<file path="src/rtl/fupd_pkg.sv">
// Shared types, constants and character helpers for the file URI percent decoder.
`default_nettype none

package fupd_pkg;

  // Fixed strings and characters
  localparam int unsigned PrefixLen = 7;
  localparam int unsigned HostLen   = 9;
  localparam logic [7:0]  ChSlash   = 8'h2F;
  localparam logic [7:0]  ChPercent = 8'h25;

  // Result queue sizing
  localparam int unsigned QDepth = 8;
  localparam int unsigned QPtrW  = $clog2(QDepth);
  localparam int unsigned QCntW  = $clog2(QDepth + 1);
  localparam int unsigned MaxRes = 3;

  // Parser phase
  typedef enum logic [3:0] {
    PH_PREFIX  = 4'b0001,
    PH_AUTH    = 4'b0010,
    PH_PATH    = 4'b0100,
    PH_SWALLOW = 4'b1000
  } phase_t;

  // Escape hold codes
  localparam logic [1:0] PendNone  = 2'd0;
  localparam logic [1:0] PendPct   = 2'd1;
  localparam logic [1:0] PendDigit = 2'd2;

  typedef struct packed {
    phase_t     phase;
    logic [3:0] match_idx;
    logic [1:0] pend;
    logic [3:0] nib;
    logic [7:0] dchar;
  } st_t;

  typedef struct packed {
    logic [7:0] data;
    logic       status;
    logic       last;
  } res_t;

  localparam st_t StReset = '{phase: PH_PREFIX, match_idx: 4'd0, pend: PendNone,
                              nib: 4'd0, dchar: 8'd0};

  // Character of "file://" at a position
  function automatic logic [7:0] prefix_char(input logic [2:0] idx);
    logic [7:0] ch;
    case (idx)
      3'd0:    ch = 8'h66;  // f
      3'd1:    ch = 8'h69;  // i
      3'd2:    ch = 8'h6C;  // l
      3'd3:    ch = 8'h65;  // e
      3'd4:    ch = 8'h3A;  // :
      3'd5:    ch = 8'h2F;  // /
      3'd6:    ch = 8'h2F;  // /
      default: ch = 8'h00;
    endcase
    return ch;
  endfunction

  // Character of "localhost" at a position
  function automatic logic [7:0] host_char(input logic [3:0] idx);
    logic [7:0] ch;
    case (idx)
      4'd0:    ch = 8'h6C;  // l
      4'd1:    ch = 8'h6F;  // o
      4'd2:    ch = 8'h63;  // c
      4'd3:    ch = 8'h61;  // a
      4'd4:    ch = 8'h6C;  // l
      4'd5:    ch = 8'h68;  // h
      4'd6:    ch = 8'h6F;  // o
      4'd7:    ch = 8'h73;  // s
      4'd8:    ch = 8'h74;  // t
      default: ch = 8'h00;
    endcase
    return ch;
  endfunction

  // Fold ASCII upper case to lower case
  function automatic logic [7:0] fold_ascii(input logic [7:0] c);
    logic [7:0] r;
    if (c inside {[8'h41:8'h5A]}) r = c + 8'd32;
    else r = c;
    return r;
  endfunction

  // Hex digit decode: {valid, nibble}
  function automatic logic [4:0] hex_val(input logic [7:0] c);
    logic [4:0] r;
    if (c inside {[8'h30:8'h39]}) r = {1'b1, 4'(c - 8'h30)};
    else if (c inside {[8'h61:8'h66]}) r = {1'b1, 4'(c - 8'h57)};
    else if (c inside {[8'h41:8'h46]}) r = {1'b1, 4'(c - 8'h37)};
    else r = 5'd0;
    return r;
  endfunction

endpackage

`default_nettype wire

</file>
<file path="src/rtl/file_uri_percent_decoder_core.sv">
// Top level: input register, per-byte decode step and result queue.
// A byte waits in the input register; its results go to the queue whose head is out_*.
// Throughput: one byte per cycle while the eight-entry result queue has three free slots.
// A byte can give zero to three results; the queue absorbs bursts and back-pressure.
// Reset (rst_n low, synchronous) empties the queue and returns to prefix matching.
`default_nettype none

module file_uri_percent_decoder_core (
  input  wire logic       clk,
  input  wire logic       rst_n,
  input  wire logic       in_tvalid,
  output logic            in_tready,
  input  wire logic [7:0] in_tdata,   // [7:0] in_byte
  input  wire logic       in_tlast,   // in_last
  output logic            out_tvalid,
  input  wire logic       out_tready,
  output logic [7:0]      out_tdata,  // [7:0] out_byte
  output logic            out_tuser,  // out_status
  output logic            out_tlast   // out_last
);

  localparam int unsigned PtrW = fupd_pkg::QPtrW;
  localparam int unsigned CntW = fupd_pkg::QCntW;

  // Input stage
  logic       v_r, v_nxt;
  logic [7:0] byte_r;
  logic       last_r;
  logic       proc;

  // Parser state
  fupd_pkg::st_t       st_r, st_nxt;
  fupd_pkg::res_t [2:0] res;
  logic [1:0]          res_cnt;

  // Result queue
  fupd_pkg::res_t      q_mem [fupd_pkg::QDepth];
  logic [PtrW-1:0]     wr_ptr_r, wr_ptr_nxt;
  logic [PtrW-1:0]     rd_ptr_r, rd_ptr_nxt;
  logic [CntW-1:0]     cnt_r, cnt_nxt;
  logic                pop;
  logic [1:0]          push_n;

  // Process the held byte only when the queue can take a full burst
  assign proc      = v_r && (cnt_r <= CntW'(fupd_pkg::QDepth - fupd_pkg::MaxRes));
  assign in_tready = !v_r || proc;
  assign v_nxt     = in_tready ? in_tvalid : v_r;

  always_ff @(posedge clk) begin
    if (!rst_n) begin
      v_r <= 1'b0;
    end else begin
      v_r <= v_nxt;
    end
  end

  always_ff @(posedge clk) begin
    if (in_tvalid && in_tready) begin
      byte_r <= in_tdata;
      last_r <= in_tlast;
    end
  end

  fupd_step u_step (
    .c       (byte_r),
    .last    (last_r),
    .st      (st_r),
    .st_nxt  (st_nxt),
    .res     (res),
    .res_cnt (res_cnt)
  );

  // Advance parser state per processed transaction
  always_ff @(posedge clk) begin
    if (!rst_n) begin
      st_r <= fupd_pkg::StReset;
    end else if (proc) begin
      st_r <= st_nxt;
    end
  end

  // Queue bookkeeping
  assign pop        = out_tvalid && out_tready;
  assign push_n     = proc ? res_cnt : 2'd0;
  assign wr_ptr_nxt = wr_ptr_r + PtrW'(push_n);
  assign rd_ptr_nxt = rd_ptr_r + PtrW'(pop);
  assign cnt_nxt    = cnt_r + CntW'(push_n) - CntW'(pop);

  always_ff @(posedge clk) begin
    if (!rst_n) begin
      wr_ptr_r <= '0;
      rd_ptr_r <= '0;
      cnt_r    <= '0;
    end else begin
      wr_ptr_r <= wr_ptr_nxt;
      rd_ptr_r <= rd_ptr_nxt;
      cnt_r    <= cnt_nxt;
    end
  end

  // Write up to three results at consecutive slots
  always_ff @(posedge clk) begin
    for (int i = 0; i < fupd_pkg::MaxRes; i++) begin
      if (2'(i) < push_n) begin
        q_mem[wr_ptr_r + PtrW'(i)] <= res[i];
      end
    end
  end

  // Present the queue head
  assign out_tvalid = (cnt_r != '0);
  assign out_tdata  = q_mem[rd_ptr_r].data;
  assign out_tuser  = q_mem[rd_ptr_r].status;
  assign out_tlast  = q_mem[rd_ptr_r].last;

  // Queue never holds more than its depth
  a_cnt_bound: assert property (@(posedge clk) disable iff (!rst_n)
    cnt_r <= CntW'(fupd_pkg::QDepth))
    else $error("result queue overflow");

  // Empty queue has equal pointers
  a_ptr_empty: assert property (@(posedge clk) disable iff (!rst_n)
    cnt_r == '0 |-> rd_ptr_r == wr_ptr_r)
    else $error("queue pointers disagree with count");

  // An escape is held only inside the path
  a_pend_path: assert property (@(posedge clk) disable iff (!rst_n)
    st_r.phase != fupd_pkg::PH_PATH |-> st_r.pend == fupd_pkg::PendNone)
    else $error("escape held outside path");

  // A processed byte with the last flag leaves the parser at prefix matching
  a_last_restart: assert property (@(posedge clk) disable iff (!rst_n)
    proc && last_r |=> st_r.phase == fupd_pkg::PH_PREFIX && st_r.match_idx == 4'd0)
    else $error("parser did not restart after final byte");

endmodule

`default_nettype wire

</file>
<file path="src/rtl/fupd_step.sv">
// Per-byte parse and decode logic: next state and up to three results.
`default_nettype none

module fupd_step (
  input  wire logic [7:0]          c,
  input  wire logic                last,
  input  wire fupd_pkg::st_t       st,
  output fupd_pkg::st_t            st_nxt,
  output fupd_pkg::res_t [2:0]     res,
  output logic [1:0]               res_cnt
);

  logic [4:0]    hv;
  logic          reject;
  logic          do_path;
  logic          tail;
  logic [1:0]    pend_eff;
  logic [1:0]    n;
  logic [7:0]    pre_ch;
  logic [7:0]    host_ch;

  assign hv      = fupd_pkg::hex_val(c);
  assign pre_ch  = fupd_pkg::prefix_char(st.match_idx[2:0]);
  assign host_ch = fupd_pkg::host_char(st.match_idx);

  always_comb begin
    st_nxt   = st;
    res      = '0;
    n        = 2'd0;
    reject   = 1'b0;
    do_path  = 1'b0;
    tail     = 1'b0;
    pend_eff = st.pend;

    // Phase dispatch
    case (st.phase)
      fupd_pkg::PH_PREFIX: begin
        if (st.match_idx >= 4'(fupd_pkg::PrefixLen) || c != pre_ch) begin
          reject = 1'b1;
        end else begin
          st_nxt.match_idx = st.match_idx + 4'd1;
          if (st_nxt.match_idx == 4'(fupd_pkg::PrefixLen)) begin
            st_nxt.phase     = fupd_pkg::PH_AUTH;
            st_nxt.match_idx = 4'd0;
          end
          if (last) reject = 1'b1;
        end
      end
      fupd_pkg::PH_AUTH: begin
        if ((st.match_idx == 4'd0 || st.match_idx == 4'(fupd_pkg::HostLen)) &&
            c == fupd_pkg::ChSlash) begin
          st_nxt.phase = fupd_pkg::PH_PATH;
          pend_eff     = fupd_pkg::PendNone;
          do_path      = 1'b1;
        end else if (st.match_idx < 4'(fupd_pkg::HostLen) &&
                     fupd_pkg::fold_ascii(c) == host_ch) begin
          st_nxt.match_idx = st.match_idx + 4'd1;
          if (last) reject = 1'b1;
        end else begin
          reject = 1'b1;
        end
      end
      fupd_pkg::PH_PATH: begin
        do_path = 1'b1;
      end
      fupd_pkg::PH_SWALLOW: begin
        if (last) st_nxt = fupd_pkg::StReset;
      end
      default: begin
        st_nxt = fupd_pkg::StReset;
      end
    endcase

    // Path byte: resolve any held escape, then handle this byte
    if (do_path) begin
      st_nxt.pend = fupd_pkg::PendNone;
      if (pend_eff == fupd_pkg::PendDigit) begin
        if (hv[4]) begin
          res[n] = '{data: {st.nib, hv[3:0]}, status: 1'b0, last: 1'b0};
          n      = n + 2'd1;
        end else begin
          res[n] = '{data: fupd_pkg::ChPercent, status: 1'b0, last: 1'b0};
          n      = n + 2'd1;
          res[n] = '{data: st.dchar, status: 1'b0, last: 1'b0};
          n      = n + 2'd1;
          tail   = 1'b1;
        end
      end else if (pend_eff == fupd_pkg::PendPct) begin
        if (hv[4]) begin
          st_nxt.nib   = hv[3:0];
          st_nxt.dchar = c;
          st_nxt.pend  = fupd_pkg::PendDigit;
        end else begin
          res[n] = '{data: fupd_pkg::ChPercent, status: 1'b0, last: 1'b0};
          n      = n + 2'd1;
          tail   = 1'b1;
        end
      end else begin
        tail = 1'b1;
      end
      if (tail) begin
        if (c == fupd_pkg::ChPercent) begin
          st_nxt.pend = fupd_pkg::PendPct;
        end else begin
          res[n] = '{data: c, status: 1'b0, last: 1'b0};
          n      = n + 2'd1;
        end
      end
    end

    // Reject: single flagged result, then swallow or start over
    if (reject) begin
      res[n] = '{data: 8'd0, status: 1'b1, last: 1'b1};
      n      = n + 2'd1;
      if (last) begin
        st_nxt = fupd_pkg::StReset;
      end else begin
        st_nxt.phase     = fupd_pkg::PH_SWALLOW;
        st_nxt.match_idx = 4'd0;
      end
    end else if (last && st_nxt.phase == fupd_pkg::PH_PATH) begin
      // Flush held escape bytes literally and mark the final result
      if (st_nxt.pend != fupd_pkg::PendNone) begin
        res[n] = '{data: fupd_pkg::ChPercent, status: 1'b0, last: 1'b0};
        n      = n + 2'd1;
      end
      if (st_nxt.pend == fupd_pkg::PendDigit) begin
        res[n] = '{data: st_nxt.dchar, status: 1'b0, last: 1'b0};
        n      = n + 2'd1;
      end
      if (n != 2'd0) res[n - 2'd1].last = 1'b1;
      st_nxt = fupd_pkg::StReset;
    end

    res_cnt = n;
  end

endmodule

`default_nettype wire

</file>
<file path="config.mk">
export PLATFORM = sky130hd
export DESIGN_NAME = file_uri_percent_decoder_core
export DESIGN_NICKNAME = d
export VERILOG_FILES = /design/src/rtl/fupd_pkg.sv /design/src/rtl/file_uri_percent_decoder_core.sv /design/src/rtl/fupd_step.sv
export SDC_FILE = /design/constraint.sdc
export NUM_CORES = 1
export LEC_CHECK = 0
export BUFFER_PORTS_ARGS = -buffer_cell sky130_fd_sc_hd__buf_2
export CAP_MARGIN = 20
export CORE_AREA = 2 2 131 133
export CTS_BUF_LIST = sky130_fd_sc_hd__clkbuf_4
export CTS_CLUSTER_DIAMETER = 100
export DETAILED_ROUTE_END_ITERATION = 16
export DIE_AREA = 0 0 133 135
export PLACE_DENSITY = 0.75
export SLEW_MARGIN = 20
export SYNTH_ARGS = -nofsm -noshare
export SYNTH_HDL_FRONTEND = slang
export SYNTH_SLANG_ARGS = --single-unit
</file>
<file path="constraint.sdc">
create_clock -name clk -period 6.25 [get_ports clk]
set_input_delay 1.25 -clock clk [delete_from_list [all_inputs] [get_ports clk]]
set_output_delay 1.25 -clock clk [all_outputs]
set_load 0.01 [all_outputs]
</file>
After elaboration in Yosys (flattened, before gate mapping)
Memories as Yosys holds them, arrays and structs flattened. A register that Yosys moved wholly into a read port is not among the register bits.
Index checks and enable logic that the tools add are counted.
- RAM bits: 80
- word-level logic and storage cells: 201
- memory bits (read-only): 112
- memories kept: 2
- output and inout bits: 12
- input bits: 13
- flip-flop bits (word level): 42
- memories (name ; words ; bits a word ; rd ports ; clocked after Yosys merged registers in ; write ports ; RTL line ; text):
    (no name shown) ; 16 ; 7 ; 1 ; 1 ; 0 ; fupd_pkg.sv:67 ; case (idx)
    q_mem ; 8 ; 10 ; 1 ; 1 ; 3 ; file_uri_percent_decoder_core.sv:37 ; fupd_pkg::res_t q_mem [fupd_pkg::QDepth];
- bitwise gates (word level): 6
- $lt $le $gt $ge: 21
- equality and inequality tests: 25
- multiplexer cells: 95
- reduce and logical (&&, ||, !) cells: 26
- add/sub/neg operators: 15
- operators with widths (cell ; count):
    $mux W30 ; 12
    $mux W10 ; 10
    $bwmux W30 ; 3
    $demux W10 S2 ; 4
    $mux W14 ; 5
    $mux W22 ; 3
    $mux W8 ; 7
    $pmux W7 S6 ; 1
    $mux W2 ; 20
    $pmux W8 S4 ; 1
    $pmux W14 S2 ; 1
    $and A24 B24 Y24 ; 1
    $le A8 B7 Y1 const B ; 3
    $not A24 Y24 ; 1
    $and A21 B21 Y21 ; 1
    $not A21 Y21 ; 1
    $mux W4 ; 5
    $mux W1 ; 17
    $eq A8 B6 Y1 const B ; 2
    $ge A8 B7 Y1 const B ; 2
    $mux W5 ; 3
    $logic_and A1 B1 Y1 ; 14
    $eq A4 B3 Y1 const B ; 3
    $lt A2 B3 Y1 const B ; 4
    other kinds (47) ; 64

Logic depth before layout (Yosys ltp)
- word-level depth: 30
- mapped depth: 31

Modules after synthesis
Synthesis repeated with hierarchy kept, for this count alone.
- cells, all modules: 1118
- area total of the unflattened synthesis: 9631.7 um^2
- modules (own cells, without submodules) (module ; sequential area each (um^2) ; times used ; area an instance (um^2) ; cells each):
    file_uri_percent_decoder_core ; 3333.2 ; 1 ; 7096.8 ; 734
    fupd_step ; 0.0 ; 1 ; 2534.9 ; 384

Worst setup path after synthesis
No wires, ideal clock.
- path kind: reg2reg
- start: reg byte_r[0]
- end: reg cnt_r[3]
- setup time: 0.115 ns
- data arrival time: 6.172 ns
- path slack: -0.036 ns
- cell stages (with the launch flop): 32
- period minus slack after synthesis: 6.286 ns
- buffers on the path: 4
- path through: edfxtp_1 -> buf_2 -> clkinv_1 -> ha_1 -> o21ba_2 -> o211a_1 -> buf_2 -> a211oi_1 -> o21ai_0 -> nor2_1 -> inv_1 -> ha_1 -> a211oi_1 -> o21bai_1 -> o311ai_1 -> ha_1 -> a22oi_1 -> ha_1 -> inv_1 -> o21ai_0 -> o221ai_1 -> and3_1 -> clkbuf_1 -> buf_2 -> nand2b_1 -> ha_1 -> inv_1 -> ha_1 -> a21o_1 -> a21oi_1 -> xor2_1 -> and2_1
- longest elaborated chain between the ends: 26
- elaborated cells between the ends (all ways): 74
- classes of those cells: 6 x add/sub; 7 x order compare; 8 x eq/ne; 44 x mux; 9 x reduce/logical
- RTL lines (item ; RTL line ; text):
    start, declared ; file_uri_percent_decoder_core.sv:27 ; logic [7:0] byte_r;
    start signal, assigned ; file_uri_percent_decoder_core.sv:59 ; byte_r <= in_tdata;
    $ge A8 B7 Y1 or $le A8 B7 Y1 (tied branches) ; fupd_pkg.sv:85, fupd_pkg.sv:95 ;
    $logic_and A1 B1 Y1 ; fupd_pkg.sv:95 ; else if (c inside {[8'h41:8'h46]}) r = {1'b1, 4'(c - 8'h37)};
    $mux W5 ; fupd_pkg.sv:95 ;
    $mux W5 ; fupd_pkg.sv:94 ; else if (c inside {[8'h61:8'h66]}) r = {1'b1, 4'(c - 8'h57)};
    $mux W5 ; fupd_pkg.sv:93 ; if (c inside {[8'h30:8'h39]}) r = {1'b1, 4'(c - 8'h30)};
    $mux W1 ; fupd_step.sv:78, fupd_step.sv:89 ;
    $mux W2 ; fupd_step.sv:88 ; end else if (pend_eff == fupd_pkg::PendPct) begin
    $mux W2 ; fupd_step.sv:77 ; if (pend_eff == fupd_pkg::PendDigit) begin
    (+10 left out) ; n/a ;
    $mux W2 ; fupd_step.sv:127 ; if (st_nxt.pend == fupd_pkg::PendDigit) begin
    $mux W2 ; fupd_step.sv:121 ; end else if (last && st_nxt.phase == fupd_pkg::PH_PATH) begin
    $mux W2 ; fupd_step.sv:112 ; if (reject) begin
    $mux W2 ; fupd_step.sv:121 ;
    $mux W2 * ; fupd_step.sv:112 ;
    $mux W2 * ; file_uri_percent_decoder_core.sv:84 ; assign push_n = proc ? res_cnt : 2'd0;
    $add A4 B2 Y4 * ; file_uri_percent_decoder_core.sv:87 ; assign cnt_nxt = cnt_r + CntW'(push_n) - CntW'(pop);
    $sub A4 B1 Y4 * ; file_uri_percent_decoder_core.sv:87 ;
    end signal, assigned ; file_uri_percent_decoder_core.sv:97 ; cnt_r <= cnt_nxt;
    end, declared ; file_uri_percent_decoder_core.sv:40 ; logic [CntW-1:0] cnt_r, cnt_nxt;
Mark *: on every way between the ends. The rest lies on a longest branch, timed or not. The select of a mux whose other input is x is not followed.
A chain may end at the register's enable or synchronous reset.

==> results by group <==
Global route
  – GRT Total Usage: 27.0%
  – GRT Max-Usage Layer: met2
  – Routing usage on met1: 33.0%
  – Antenna violations before repair: 1
  – Grt met3 use: 3.94%
  – Vias in the first global route: between 7000 and 8000
  – GR Layer Usage met2: 48.4%
  – Gr ovfl total: 0
  – First-pass GRT wire length: 37800 um
  – Largest net degree at the start of global routing: 41

Placement
  – Final HPWL DP: 17700 um
  – IO Port Bufs: 24
  – Routability Congestion: approximately 1

Synthesis
  – FF+latch count, synth: 128
  – Post-synth ARST share: 0%
  – Synth warn: 0
  – EDFF count, synth: a little under 90
  – Cell Area, Synth: 9570 um2
  – Sequential fraction of the synthesis area: 36.1%
  – Synth Net Count: 947
  – Prevailing post-synth register cell: edfxtp_1
  – Gate count after technology mapping: roughly 900
  – Yosys cell types: 97
  – Mean Syn Cell Area: ~11 um2

Timing
  – Worst clock skew: 0.0394 ns
  – Worst slew pin tran: 1.12 ns
  – Hold Vio Cnt, Final: 0
  – Worst hold margin: about 0.50 ns
  – Final setup vio count: 0
  – RSZ-0062 raised after global routing: no
  – Highest Clock Rate: about 170 MHz
  – Final Max Tran Viols: 0
  – Tcrit/Tclk final: 95.1%
  – TNS Setup: 0 ns
  – Slew headroom: 25.1%
  – Tmin final: 5.94 ns

Worst setup path
  – Reg2Reg Depth: 22
  – Reg2reg setup slack: 0.31 ns
  – Critical path class: reg2reg
  – Crit Path Max Fanout: 8
  – CP arrival: about 6.3 ns
  – WP data required: 6.63 ns
  – RR Endpoint: q_mem[4][4]
  – CP Capture Type: flop
  – Worst setup SP type: flop
  – FF-to-FF Start: byte_r[1]

Clocking
  – # hold bufs at CTS: 0
  – Clock buffer depth: 2
  – Worst-path clk slew: between 0.1 and 0.15 ns
  – Clock sinks: 128
  – Cts bufs inserted: 17
  – Root buf cell: clkbuf_4
  – Clock Latency Late Sink: 0.60 ns
  – Htree depth: 4
  – CTS tree: built

Layout
  – Fraction of layout cells with a size suffix above 1: 18.3%
  – Total Nets Final: 965
  – Most frequent cells in the layout: 154 x mux2i_1, 89 x edfxtp_1, 52 x nand2_1
  – # fillers: between 1000 and 1500
  – Commonest non-fill, non-tap cell in the layout: mux2i_1
  – P&R area growth vs syn: 6.15%

Run
  – Max-cap violations: 0

Floorplanning
  – Die Y-Extent: 135 um
  – Cell Rows: 47
  – IO Pins: 25
  – Core box area: between 15000 and 20000 um2
  – DIE WIDTH: approximately 130 um
  – Die Area: 18000 um2
  – Starting Density: 58.3%

Detailed routing
  – DR iter-0 viols: roughly 660
  – ANT nets after route: 0
  – First-pass iteration count of the detailed router: 6
  – Total wire length: 23600 um
  – Vias per inst: 6.36
  – Drt wl/cell: approximately 21 um
  – # DRC: 0
  – Routed vias: 7317

Status
  – Status: completed

Power
  – Cell leakage power: 3.77 nW
  – Power Dens Cells: 207 nW/um2
  – Max IR drop VDD: 0.132 mV

Worst hold path
  – Worst hold endpoint: st_r[10]
  – Min-Delay Path Class: reg2reg
  – Hold path startpoint: st_r[10]
  – Hold Path Depth: 2
sequential cells by signal, indices dropped and copies added (netlist names):
signal	flops
st_r	22
q_mem	80
byte_r	8
last_r	1
rd_ptr_r	3
v_r	1
cnt_r	4
u_step.host_ch	6
wr_ptr_r	3
routing by layer:
metal  part of all wire, %  up-vias
met4                   2.9        0
met5                     0        -
met3                   4.9       55
li1                      -     3463
met1                    42     3523
met2                    51      276
through the flow:
step / total power [W] / cell area (um2) / util (%) / std cells / worst slack (ns)
floorplan: 0.00139 / 9570 / - / 898 / 0.0781
global placement: 0.00153 / 9820 / 59.9 / 1114 / 0.446
detailed placement: 0.00154 / 9820 / 59.9 / 1114 / 0.283
CTS: 0.00211 / 10100 / 61.6 / 1146 / 0.261
global route: 0.00220 / 10200 / 61.9 / 1151 / 0.0397
finish: 0.00210 / 10200 / 61.9 / 1151 / 0.307
worst max-delay path by stage:
| stage | startpoint | to | slack [ns] | cells past startpoint |
|---|---|---|---|---|
| finish | byte_r[1] | q_mem[4][4] | 0.31 | 22 |
| global route | byte_r[1] | cnt_r[3] | 0.04 | 27 |
| CTS | byte_r[1] | q_mem[4][7] | 0.26 | 22 |
| detailed placement | byte_r[1] | q_mem[4][8] | 0.28 | 22 |
| global placement | byte_r[1] | q_mem[4][8] | 0.45 | 22 |
| floorplan | byte_r[0] | cnt_r[3] | 0.08 | 31 |
cell usage after synthesis, types with 5 or more instances:
cell         n  area [um2]
nor2b_1     28         175
edfxtp_1    89        2670
nand2b_1     7        43.8
xnor2_1     12         105
nand3_1     19        95.1
a21o_1       7        52.6
and2_1      20         125
o22ai_1     11        68.8
a22oi_1     19         143
o21ai_0     22         110
o211ai_1     5        37.5
o21a_1       7        52.6
buf_2       13        65.1
inv_1       35         131
dfxtp_1     39         781
ha_1        34         425
a41oi_1      5        43.8
buf_4       11        82.6
a31oi_1     15        93.8
mux2_2      10         113
a211oi_1     7        52.6
o2bb2ai_1    5        43.8
o41ai_1      8        70.1
buf_6       14         158
mux2i_1    154        1540
nand2_1     52         195
a21oi_1     36         180
nor3_1      15        75.1
xor2_1       9        78.8
mux4_2      20         450
clkbuf_1    20        75.1
nor2_1      36         135
and3_1       7        43.8
a21boi_0     5        37.5
worst max-delay path: stages (launching register included):
cell	delay, ns
edfxtp_1	0.42
inv_1	0.16
ha_1	0.19
or3b_1	0.36
and3_1	0.21
a211oi_1	0.27
o21ai_0	0.14
nor2_1	0.17
inv_1	0.08
ha_1	0.32
a211oi_1	0.07
o21bai_1	0.17
o311ai_2	0.31
ha_2	0.38
a22oi_2	0.24
ha_1	0.25
inv_1	0.05
a311o_1	0.26
a221oi_1	0.57
a31oi_1	0.09
a21oi_1	0.59
mux2i_1	0.17
mux2i_1	0.27
logic make-up (layout without fill, tap and decap cells):
logic type	Yosys count	in the layout	share of synthesized area (%)
compound gates	204	204	16.0
xor+xnor	21	21	1.92
fa+ha+maj	36	36	4.87
buf+inv	99	130	5.66
flops	128	128	36.1
mux	185	185	22.2
other cells	0	2	0
simple gates	225	225	13.3
what timing repair did:
action | 4_1_cts | 5_1_grt
gates resized for setup | 0 | 4
setup endpoints to repair | 0 | 20
setup buffers | 0 | 1
power by group:
group / switching, W / total (W) / leakage [nW] / internal (W)
Combinational: 0.000290 / 0.000530 / 2.38 / 0.000240
Sequential: 0.0000480 / 0.000993 / 1.24 / 0.000945
Clock: 0.000399 / 0.000581 / 0.153 / 0.000183
Total: 0.000737 / 0.00210 / 3.77 / 0.00137
cell type report:
| class | instances | area, um2 | share of cell area, % |
|---|---|---|---|
| Antenna cell | 2 | 5.00 | 0.0493 |
| Multi-Input combinational cell | 671 | 5600 | 55.1 |
| Sequential cell | 128 | 3450 | 34.0 |
| Tap cell | 220 | 275 | 2.71 |
| Inverter | 37 | 139 | 1.37 |
| Timing Repair Buffer | 61 | 395 | 3.89 |
| Clock inverter | 15 | 160 | 1.58 |
| Clock buffer | 17 | 128 | 1.26 |
Power figures use the tool's default switching activity.
